## src/hdl/dtq_pkg.sv

```systemverilog
// Package for the deadline timer queue.
// Holds the operation codes, the controller state type and the fixed field widths.
// Has no dependencies.
package dtq_pkg;

   localparam int SLOT_W     = 4;
   localparam int DELAY_W    = 32;
   localparam int NOW_W      = 48;
   localparam int FIRE_LIMIT = 16;
   localparam int FCNT_W     = 5;

   typedef enum logic [1:0] {
      OP_TICK   = 2'd0,
      OP_START  = 2'd1,
      OP_CANCEL = 2'd2,
      OP_NOP    = 2'd3
   } op_type;

   typedef enum logic [1:0] {
      ST_IDLE,
      ST_SCAN,
      ST_DECIDE
   } state_type;

endpackage

```

## src/hdl/deadline_timer_queue_core.sv

```systemverilog
// Deadline timer queue: NUM_SLOTS timer slots sharing one millisecond clock.
// Each scan reads every slot from the slot RAM once.
// Start, cancel, no-op and ticks without firing: one scan per item.
// A tick that fires k slots runs k + 1 scans, one result per scan after the first.
// One item at a time; the next item is taken while the last result still waits.
// Synchronous active-high reset clears time and all armed flags; slot RAM is not cleared.
module deadline_timer_queue_core
   import dtq_pkg::*;
#(
   parameter int NUM_SLOTS = 16
) (
   input  logic        clock,
   input  logic        reset,
   input  logic        req_tvalid,
   output logic        req_tready,
   // operation[1:0], slot[5:2], delay_ms[37:6], repeating[38], zero[39]
   input  logic [39:0] req_tdata,
   output logic        rsp_tvalid,
   input  logic        rsp_tready,
   // fired_slot[3:0], queue_empty[4], next_wait_ms[36:5], zero[39:37]
   output logic [39:0] rsp_tdata,
   // fired[0]
   output logic [0:0]  rsp_tuser,
   output logic        rsp_tlast
);

   localparam int IW    = $clog2(NUM_SLOTS);
   localparam int RAM_W = DELAY_W + NOW_W;

   // Input fields.
   op_type              req_op;
   logic [SLOT_W-1:0]   req_slot;
   logic [DELAY_W-1:0]  req_delay;
   logic                req_rep;
   logic [SLOT_W+IW-1:0] slot_wide;
   logic [IW-1:0]       slot_idx;
   logic                slot_ok;
   logic                req_acc;

   assign req_op    = op_type'(req_tdata[1:0]);
   assign req_slot  = req_tdata[5:2];
   assign req_delay = req_tdata[37:6];
   assign req_rep   = req_tdata[38];
   assign slot_wide = {{IW{1'b0}}, req_slot};
   assign slot_idx  = slot_wide[IW-1:0];
   assign slot_ok   = slot_wide < (SLOT_W+IW)'(NUM_SLOTS);

   // Control state.
   state_type            state_ff, state_in;
   logic [NOW_W-1:0]     now_ff;
   logic [NUM_SLOTS-1:0] armed_ff;
   logic [NUM_SLOTS-1:0] rep_ff;
   logic [NUM_SLOTS-1:0] fmask_ff;
   logic                 tick_ff;
   logic [FCNT_W-1:0]    fcnt_ff;
   logic [IW-1:0]        issue_idx_ff;
   logic                 issue_done_ff;
   logic                 rdv_ff;
   logic [IW-1:0]        ridx_ff;

   // Scan accumulators.
   logic                 st_found_ff;
   logic [NOW_W-1:0]     st_d_ff;
   logic                 c_found_ff;
   logic [NOW_W-1:0]     c_d_ff;
   logic [IW-1:0]        c_idx_ff;
   logic [DELAY_W-1:0]   c_per_ff;
   logic                 prev_ff;
   logic [IW-1:0]        prev_idx_ff;

   // Result register.
   logic                 rsp_valid_ff;
   logic                 rsp_fired_ff;
   logic [SLOT_W-1:0]    rsp_slot_ff;
   logic                 rsp_empty_ff;
   logic [DELAY_W-1:0]   rsp_wait_ff;
   logic                 rsp_last_ff;

   // RAM port signals.
   logic                 ram_we;
   logic [IW-1:0]        ram_waddr;
   logic [RAM_W-1:0]     ram_wdata;
   logic                 ram_re;
   logic [RAM_W-1:0]     ram_rdata;
   logic [DELAY_W-1:0]   rd_per;
   logic [NOW_W-1:0]     rd_dl;

   // Decision signals.
   logic                 out_free;
   logic                 emit;
   logic                 proceed;
   logic                 scan_last;
   logic [NOW_W-1:0]     diff;
   logic [DELAY_W-1:0]   wait_val;
   logic [SLOT_W+IW-1:0] prev_wide;

   assign rd_per = ram_rdata[RAM_W-1:NOW_W];
   assign rd_dl  = ram_rdata[NOW_W-1:0];

   assign out_free  = !rsp_valid_ff || rsp_tready;
   assign emit      = prev_ff || !c_found_ff;
   assign proceed   = !emit || out_free;
   assign scan_last = rdv_ff && (ridx_ff == IW'(NUM_SLOTS - 1));
   assign prev_wide = {{SLOT_W{1'b0}}, prev_idx_ff};

   dtq_ram #(
      .WIDTH(RAM_W),
      .DEPTH(NUM_SLOTS)
   ) u_slot_ram (
      .clock  (clock),
      .wr_en  (ram_we),
      .wr_addr(ram_waddr),
      .wr_data(ram_wdata),
      .rd_en  (ram_re),
      .rd_addr(issue_idx_ff),
      .rd_data(ram_rdata)
   );

   // Next state.
   always_comb begin
      state_in = state_ff;
      case (state_ff)
         ST_IDLE: begin
            if (req_acc) state_in = ST_SCAN;
         end
         ST_SCAN: begin
            if (scan_last) state_in = ST_DECIDE;
         end
         ST_DECIDE: begin
            if (proceed) state_in = c_found_ff ? ST_SCAN : ST_IDLE;
         end
         default: state_in = ST_IDLE;
      endcase
   end

   // Outputs of the controller.
   always_comb begin
      req_tready = 1'b0;
      ram_we     = 1'b0;
      ram_waddr  = c_idx_ff;
      ram_wdata  = {c_per_ff, now_ff + {{(NOW_W-DELAY_W){1'b0}}, c_per_ff}};
      ram_re     = 1'b0;
      case (state_ff)
         ST_IDLE: begin
            req_tready = 1'b1;
            ram_waddr  = slot_idx;
            ram_wdata  = {req_delay, now_ff + {{(NOW_W-DELAY_W){1'b0}}, req_delay}};
            ram_we     = req_acc && (req_op == OP_START) && slot_ok;
         end
         ST_SCAN: begin
            ram_re = !issue_done_ff;
         end
         ST_DECIDE: begin
            ram_we = proceed && c_found_ff && rep_ff[c_idx_ff];
         end
         default: begin
            req_tready = 1'b0;
         end
      endcase
   end

   assign req_acc = req_tvalid && req_tready;

   // Wait time to the earliest armed deadline.
   assign diff = st_d_ff - now_ff;
   always_comb begin
      if (st_d_ff <= now_ff) begin
         wait_val = '0;
      end else if (diff[NOW_W-1:DELAY_W] != '0) begin
         wait_val = '1;
      end else begin
         wait_val = diff[DELAY_W-1:0];
      end
   end

   always_ff @(posedge clock) begin
      if (reset) begin
         state_ff      <= ST_IDLE;
         now_ff        <= '0;
         armed_ff      <= '0;
         rep_ff        <= '0;
         fmask_ff      <= '0;
         tick_ff       <= 1'b0;
         fcnt_ff       <= '0;
         issue_idx_ff  <= '0;
         issue_done_ff <= 1'b0;
         rdv_ff        <= 1'b0;
         st_found_ff   <= 1'b0;
         c_found_ff    <= 1'b0;
         prev_ff       <= 1'b0;
         rsp_valid_ff  <= 1'b0;
      end else begin
         state_ff <= state_in;
         rdv_ff   <= ram_re;
         ridx_ff  <= issue_idx_ff;
         if ((state_ff == ST_DECIDE) && proceed && emit) begin
            rsp_valid_ff <= 1'b1;
         end else if (rsp_tready) begin
            rsp_valid_ff <= 1'b0;
         end

         case (state_ff)
            ST_IDLE: begin
               if (req_acc) begin
                  tick_ff       <= (req_op == OP_TICK);
                  fcnt_ff       <= '0;
                  fmask_ff      <= '0;
                  prev_ff       <= 1'b0;
                  issue_idx_ff  <= '0;
                  issue_done_ff <= 1'b0;
                  st_found_ff   <= 1'b0;
                  c_found_ff    <= 1'b0;
                  if (req_op == OP_TICK) now_ff <= now_ff + NOW_W'(1);
                  if (req_op == OP_START && slot_ok) begin
                     armed_ff[slot_idx] <= 1'b1;
                     rep_ff[slot_idx]   <= req_rep;
                  end
                  if (req_op == OP_CANCEL && slot_ok) armed_ff[slot_idx] <= 1'b0;
               end
            end
            ST_SCAN: begin
               if (!issue_done_ff) begin
                  if (issue_idx_ff == IW'(NUM_SLOTS - 1)) begin
                     issue_done_ff <= 1'b1;
                  end else begin
                     issue_idx_ff <= issue_idx_ff + IW'(1);
                  end
               end
               if (rdv_ff && armed_ff[ridx_ff]) begin
                  // Strict compares keep the lowest index on equal deadlines.
                  if (!st_found_ff || rd_dl < st_d_ff) begin
                     st_found_ff <= 1'b1;
                     st_d_ff     <= rd_dl;
                  end
                  if (tick_ff && !fmask_ff[ridx_ff] && rd_dl <= now_ff
                      && fcnt_ff < FCNT_W'(FIRE_LIMIT)
                      && (!c_found_ff || rd_dl < c_d_ff)) begin
                     c_found_ff <= 1'b1;
                     c_d_ff     <= rd_dl;
                     c_idx_ff   <= ridx_ff;
                     c_per_ff   <= rd_per;
                  end
               end
            end
            ST_DECIDE: begin
               if (proceed) begin
                  if (emit) begin
                     rsp_fired_ff <= prev_ff;
                     rsp_slot_ff  <= prev_ff ? prev_wide[SLOT_W-1:0] : '0;
                     rsp_empty_ff <= !st_found_ff;
                     rsp_wait_ff  <= st_found_ff ? wait_val : '0;
                     rsp_last_ff  <= !c_found_ff;
                  end
                  if (c_found_ff) begin
                     fmask_ff[c_idx_ff] <= 1'b1;
                     fcnt_ff            <= fcnt_ff + FCNT_W'(1);
                     prev_ff            <= 1'b1;
                     prev_idx_ff        <= c_idx_ff;
                     if (!rep_ff[c_idx_ff]) armed_ff[c_idx_ff] <= 1'b0;
                  end else begin
                     prev_ff <= 1'b0;
                  end
                  issue_idx_ff  <= '0;
                  issue_done_ff <= 1'b0;
                  st_found_ff   <= 1'b0;
                  c_found_ff    <= 1'b0;
               end
            end
            default: begin
               prev_ff <= 1'b0;
            end
         endcase
      end
   end

   assign rsp_tvalid   = rsp_valid_ff;
   assign rsp_tdata    = {3'b000, rsp_wait_ff, rsp_empty_ff, rsp_slot_ff};
   assign rsp_tuser[0] = rsp_fired_ff;
   assign rsp_tlast    = rsp_last_ff;

`ifndef ASSERT_OFF
   a_fire_limit: assert property (@(posedge clock) disable iff (reset)
      fcnt_ff <= FCNT_W'(FIRE_LIMIT))
      else $error("more firings in one tick than the limit");

   a_no_write_in_scan: assert property (@(posedge clock) disable iff (reset)
      (state_ff == ST_SCAN) |-> !ram_we)
      else $error("slot RAM written during a scan");

   a_status_is_final: assert property (@(posedge clock) disable iff (reset)
      (rsp_tvalid && !rsp_tuser[0]) |-> rsp_tlast)
      else $error("status transaction not marked final");

   a_empty_wait_zero: assert property (@(posedge clock) disable iff (reset)
      (rsp_tvalid && rsp_tdata[4]) |-> (rsp_tdata[36:5] == '0))
      else $error("empty queue reports a nonzero wait");
`endif

endmodule

```

## src/hdl/dtq_ram.sv

```systemverilog
// Generic single-port-write, single-port-read RAM with a registered read.
// Used for the per-slot period and deadline storage.
// No dependencies.
module dtq_ram #(
   parameter int WIDTH = 80,
   parameter int DEPTH = 16
) (
   input  logic                     clock,
   input  logic                     wr_en,
   input  logic [$clog2(DEPTH)-1:0] wr_addr,
   input  logic [WIDTH-1:0]         wr_data,
   input  logic                     rd_en,
   input  logic [$clog2(DEPTH)-1:0] rd_addr,
   output logic [WIDTH-1:0]         rd_data
);

   logic [WIDTH-1:0] mem_ff [DEPTH];
   logic [WIDTH-1:0] rd_data_ff;

   always_ff @(posedge clock) begin
      if (wr_en) begin
         mem_ff[wr_addr] <= wr_data;
      end
      if (rd_en) begin
         rd_data_ff <= mem_ff[rd_addr];
      end
   end

   assign rd_data = rd_data_ff;

endmodule

```

## config.mk

```make
export PLATFORM = sky130hd
export DESIGN_NAME = deadline_timer_queue_core
export DESIGN_NICKNAME = d
export VERILOG_FILES = /design/src/hdl/dtq_pkg.sv /design/src/hdl/deadline_timer_queue_core.sv /design/src/hdl/dtq_ram.sv
export SDC_FILE = /design/constraint.sdc
export NUM_CORES = 2
export LEC_CHECK = 0
export BUFFER_PORTS_ARGS = -buffer_cell sky130_fd_sc_hd__buf_4
export CAP_MARGIN = 20
export CORE_MARGIN = 2
export CORE_UTILIZATION = 60
export DETAILED_ROUTE_END_ITERATION = 16
export PLACE_DENSITY = 0.75
export SLEW_MARGIN = 0
export SYNTH_ARGS = -nofsm -noshare
export SYNTH_HDL_FRONTEND = slang
export SYNTH_HIERARCHICAL = 1
export SYNTH_SLANG_ARGS = --single-unit
export TNS_END_PERCENT = 10
```

## constraint.sdc

```tcl
create_clock -name clock -period 12.8 [get_ports clock]
set_clock_uncertainty 0.1 [all_clocks]
set_input_delay 1.92 -clock clock [delete_from_list [all_inputs] [get_ports clock]]
set_output_delay 1.92 -clock clock [all_outputs]
set_load 0.05 [all_outputs]
```

# --- After elaboration in Yosys (flattened, before gate mapping) ---
# Memory sizes are Yosys's and may differ from the RTL's. A register that Yosys moved wholly into a read port is not among the register bits.
# Index checks and enable logic that the tools add are counted.
word_totals:
  mem_count: 1
  input_bits: 44
  wordCells: 181
  mem_bits_rw: 1280
  output_inout_bits: 44
  reg_bits: 293
mem_list:
  columns: ["memory", "words", "word_bits", "rd", "rd_clocked_by_memory_dff", "write_ports", "line", "text"]
  rows:
  - ["u_slot_ram.mem_ff", 16, 80, 1, 1, 1, "dtq_ram.sv:17", "logic [WIDTH-1:0] mem_ff [DEPTH];"]
classes:
  addsub: 6
  n_reduce_logical: 50
  n_eq_ne: 16
  bitwise_logic: 9
  mux: 63
  n_lt_le_gt_ge: 11
ops:
  columns: ["operator", "count"]
  rows:
  - ["$mux W16", 12]
  - ["$add A48 B32 Y48", 2]
  - ["$le A48 B48 Y1", 2]
  - ["$lt A48 B48 Y1", 2]
  - ["$mux W80", 1]
  - ["$pmux W16 S2", 2]
  - ["$add A48 B1 Y48 const B", 1]
  - ["$sub A48 B48 Y48", 1]
  - ["$and A16 B16 Y16", 2]
  - ["$mux W32", 1]
  - ["$not A16 Y16", 2]
  - ["$or A16 B16 Y16", 2]
  - ["$mux W1", 22]
  - ["$lt A4 B5 Y1 const B", 4]
  - ["$mux W4", 5]
  - ["$ne A2 B2 Y1 const B", 10]
  - ["$reduce_and A4 Y1", 5]
  - ["$reduce_and A5 Y1", 4]
  - ["$logic_and A1 B1 Y1", 17]
  - ["$bwmux W16", 1]
  - ["$reduce_bool A16 Y1", 1]
  - ["$mux W5", 3]
  - ["$reduce_and A3 Y1", 5]
  - ["$bmux W1 S4", 3]
  - ["22 further kinds", 45]

# --- Depth between registers and ports, before layout ---
logic_depth:
  ltp_word: 13
  depth_mapped: 18
  ltp_nobuf: 15

# --- Modules after synthesis ---
# The synthesis kept the hierarchy.
by_module_without_submodules:
  columns: ["module", "seq_area_each_um2", "n_inst", "area_each_um2", "cells_each"]
  rows:
  - ["dtq_ram", 40839.2, 1, 50223.2, 2054]
  - ["deadline_timer_queue_core", 7657.3, 1, 20150.6, 2096]

# --- Worst setup path after synthesis ---
# No wires, ideal clock.
synth_timing:
  kind: "input-to-reg"
  start: "input port req_tdata[0]"
  end: "memory u_slot_ram.mem_ff[0][0] (enable)"
  slack_ps: 3759
  arrival_ps: 8324
  stages: 5
  required_time_ps: 12083
  cell_sequence: "nor2b_1 -> nand3b_1 -> a21oi_1 -> or3b_2 -> nor3_1"
synth_between:
  elab_chain_len: 6
synth_rtl:
  columns: ["item", "line", "text"]
  rows:
  - ["start, declared", "deadline_timer_queue_core.sv:17", "input logic [39:0] req_tdata,"]
  - ["$eq A2 B1 Y1", "deadline_timer_queue_core.sv:148", "ram_we = req_acc && (req_op == OP_START) && slot_ok;"]
  - ["$logic_and A1 B1 Y1 (2 in a row)", "deadline_timer_queue_core.sv:148", null]
  - ["$pmux W1 S2", "deadline_timer_queue_core.sv:143", "case (state_ff)"]
  - ["via ram_we", "deadline_timer_queue_core.sv:80", "logic ram_we;"]
  - ["$mux W1", "dtq_ram.sv:21", "if (wr_en) begin"]
  - ["$mux W1 (implied by the code)", "dtq_ram.sv:22", "mem_ff[wr_addr] <= wr_data;"]
  - ["end, declared", "dtq_ram.sv:17", null]
# The timed path passes the listed nets, and every way through them passes these cells.

# --- Worst setup path in the final report ---
layout_timing:
  start: "register state_ff[1]"
  end: "memory u_slot_ram.mem_ff[7][44], data pin"
layout_between:
  elab_chain_len: 2
layout_rtl:
  columns: ["item", "line", "text"]
  rows:
  - ["start, declared", "deadline_timer_queue_core.sv:49", "state_type state_ff, state_in;"]
  - ["start signal, assigned", "deadline_timer_queue_core.sv:193", "state_ff <= state_in;"]
  - ["$logic_not A2 Y1", "deadline_timer_queue_core.sv:143", null]
  - ["$mux W80", "deadline_timer_queue_core.sv:143", null]
  - ["via ram_wdata[44]", "deadline_timer_queue_core.sv:82", "logic [RAM_W-1:0] ram_wdata;"]
# The timed path passes the listed nets, and every way through them passes these cells.

==> run summary <==
CTS resizes - 0
Relative slew slack - 0.217
CTS buffer count - 163
Layout cells sized above 1 - 0.194
Average size of a mapped cell - 17.0 µm²
Pre-CTS setup slack - 5550 ps
CTS sink count - 1653
Register area share after synthesis - 0.689
Die Y - 346 µm
Post-Syn Area - 70400 µm²
Total power - 11.2 mW
Flop pwr share - 0.538
Congestion Overflow GR - 0
Initial cell density of the core - 0.606
GPL Wtd Cong - 0.954
Tot GR Track Use - 0.278
Global-route wire length before repair - 246000 µm
Area of the multi-input gates - 20500 µm²
Largest net degree at the start of global routing - 152
Layout area overhead - 11.1%
CP endpoint kind - flop
Max Freq - 148 MHz
Number of port buffers - 83
Worst endpoint data arrival time - 7040 ps
Setup bufs post-CTS - 0
CTS H-Tree Depth - 4
Yosys Warn Count - 6
Number of synthesized flops with an enable pin - 1539
Initial antenna violation count - 2
WL/cell - 27.7 µm
WP data required - 13110 ps
Synth Instances - 4150
Slew Viols, Final - 0
Switching portion of total power - 0.209
Finish-stage setup viols - 0
Die W - 346 µm
Clk Latency, worst-skew pair - 770 ps
Worst Max-Slew Pin Slew - 1170 ps
RSZ-0062 raised after global routing - no
Clk slew on worst S/H paths - 60 ps
Most frequently used flop master after synthesis - edfxtp_1
Pleak - 25.6 nW
DR vias/cell - 6.57
Count of cell types in the netlist - 89
Pint - 8.85 mW
DRT antenna net count - 0
DR vias - 39200
DR DRC count - 0
CTS tree - yes
Tcrit/Tclk final - 0.526
Logic pwr share - 0.048
Crit-path max FO - 36
Post-DP HPWL - 92500 µm
Worst hold-check path type - reg -> reg
Total Wirelength - 165000 µm
CTS max path bufs - 3
Final Worst Setup Slack - 6070 ps
I/O Pins - 88
Setup_tns - 0 ps
Fillers - 7411
Vias in the first global route - 38400
Number of diodes - 0
Clock Power Share - 0.414
Layout Nets - 4579
CTS Root Cell - clkbuf_16
Synth async-reset ratio - 0
Register Area - 48500 µm²
Die area - 120000 µm²
NetSw - 2.34 mW
Peak supply drop - 132 µV
Max Cap Viol - 0
P per Cell Area - 143 nW/µm²
Hold Vio Cnt, Final - 0
Kind of start point of the critical path - flop
Iter 0 DRT Violations - 4918
Total iterations of the first detailed-routing run - 7
Critical path class - reg -> reg
FF+latch count, synth - 1653
CTS Hold Bufs - 0
Min Tclk post-route - 6730 ps
Core Region - 116000 µm²
Outcome - completed
Row cnt - 125
final timing paths:
kind	startpoint	to	slack (ps)	depth (start not counted)
setup / recovery	state_ff[1]$_SDFFE_PP0P_	u_slot_ram/mem_ff[7][44]$_DFFE_PP_	6070	14
hold / removal	u_slot_ram/rd_data[69]$_DFFE_PP_	c_per_ff[21]$_DFFE_PP_	320	0
setup reg to reg	state_ff[1]$_SDFFE_PP0P_	u_slot_ram/mem_ff[7][44]$_DFFE_PP_	6070	14
hold reg to reg	u_slot_ram/rd_data[69]$_DFFE_PP_	c_per_ff[21]$_DFFE_PP_	320	0
logic make-up after synthesis:
logic type	synth area share
flip-flops	0.689
adder cells (fa/ha/maj)	0.0406
XOR/XNOR	0.0153
AND/OR/NAND/NOR	0.0489
buffers and inverters	0.0220
other	0.0000533
multiplexers	0.114
AO/OA/AOI/OAI	0.0699
cell type report:
| class | count | area share |
|---|---|---|
| sequential | 1653 | 0.621 |
| multi-input combinational | 2142 | 0.263 |
| clock buffer | 208 | 0.0561 |
| tap | 1524 | 0.0244 |
| timing repair buffer | 179 | 0.0181 |
| clock inverter | 88 | 0.0101 |
| inverter | 169 | 0.00812 |
critical path: stages (launching register included):
cell      delay (ps)
dfxtp_1          450
nor2_4           430
buf_4            620
mux2_2           550
ha_1             370
nor2b_1          140
o21ai_0          180
a211oi_1         420
o21ai_0          370
a31oi_1          460
o41a_1           290
a41o_1           310
a311o_1          550
nand2_1          180
xnor2_1          870
synthesized netlist by cell type (26+ instances only):
cell / instances / area share
nand2b_1: 32 / 0.0028
o21ai_0: 91 / 0.0065
nor3_1: 50 / 0.0036
xnor2_1: 99 / 0.012
edfxtp_1: 1539 / 0.66
dfxtp_1: 114 / 0.032
mux2_2: 36 / 0.0058
clkbuf_1: 99 / 0.0053
a21oi_1: 160 / 0.011
nand3_1: 62 / 0.0044
nand2_1: 210 / 0.011
buf_1: 26 / 0.0014
buf_2: 38 / 0.0027
ha_1: 225 / 0.040
a21o_1: 80 / 0.0085
inv_1: 167 / 0.0089
a22oi_1: 163 / 0.017
nor2b_1: 32 / 0.0028
nor2_1: 168 / 0.0090
mux4_2: 334 / 0.11
a31oi_2: 30 / 0.0053
nand4_1: 56 / 0.0050
a211oi_1: 30 / 0.0032
registers in the layout (all words and copies together), names as in the netlist, 2 cells and up:
name                cells
fcnt_ff                 5
rsp_slot_ff             4
st_d_ff                48
prev_idx_ff             4
c_idx_ff                4
armed_ff               16
u_slot_ram/mem_ff    1280
rsp_wait_ff            32
issue_idx_ff            4
rep_ff                 16
fmask_ff               16
now_ff                 48
ridx_ff                 4
c_d_ff                 48
c_per_ff               32
u_slot_ram/rd_data     80
state_ff                2
placed cells by master (no fill, tap or decap), types with 13 or more instances in the layout:
cell type | synthesis | final
inv_1 | 167 | 167
nor2_1 | 168 | 153
ha_1 | 225 | 225
o21a_1 | 14 | 13
mux2_2 | 36 | 36
a31oi_2 | 30 | 30
nor2_4 | 0 | 15
clkbuf_1 | 99 | 37
dfxtp_1 | 114 | 112
or3_1 | 14 | 14
a22oi_1 | 163 | 163
nand2b_1 | 32 | 32
nand4_1 | 56 | 56
o211ai_1 | 13 | 13
xor2_1 | 24 | 24
clkinv_1 | 0 | 35
a211oi_1 | 30 | 30
and2_1 | 15 | 14
xnor2_1 | 99 | 99
a21oi_1 | 160 | 160
o21ai_0 | 91 | 91
mux4_2 | 334 | 334
a31oi_1 | 19 | 19
nand2_1 | 210 | 210
clkbuf_16 | 0 | 168
buf_4 | 8 | 174
nor3_1 | 50 | 46
clkinv_2 | 0 | 24
edfxtp_1 | 1539 | 1539
a21o_1 | 80 | 80
and3_1 | 15 | 15
nand3_1 | 62 | 62
nor2b_1 | 32 | 30
metrics by stage:
| stage | hold slack [ps] | std cells | util | instance area (µm²) |
|---|---|---|---|---|
| after global placement | 302 | 5637 | 0.626 | 72700 |
| final | 315 | 5963 | 0.673 | 78200 |
| after global routing | 322 | 5963 | 0.673 | 78200 |
| after floorplan | 300 | 4152 | - | 70400 |
| after CTS | 316 | 5935 | 0.670 | 77900 |
| after detailed placement | 305 | 5639 | 0.626 | 72700 |
power groups by stage:
| stage | clock network [mW] | logic (mW) | registers (mW) |
|---|---|---|---|
| final | 4.63 | 0.539 | 6.02 |
| after global routing | 4.91 | 0.586 | 6.02 |
| after CTS | 4.69 | 0.530 | 6.02 |
| after detailed placement | 0 | 0.526 | 6.14 |
| after global placement | 0 | 0.513 | 6.13 |
| after floorplan | 0 | 0.398 | 6.11 |
layer usage:
| layer | GRT usage | vias up | wire length, µm |
|---|---|---|---|
| met5 | 0 | - | 0 |
| met2 | 0.439 | 1949 | 78900 |
| li1 | - | 16900 | - |
| met1 | 0.406 | 20000 | 67000 |
| met4 | 0.0818 | 0 | 4470 |
| met3 | 0.0434 | 297 | 15100 |
(Power assumes the default switching activity.)
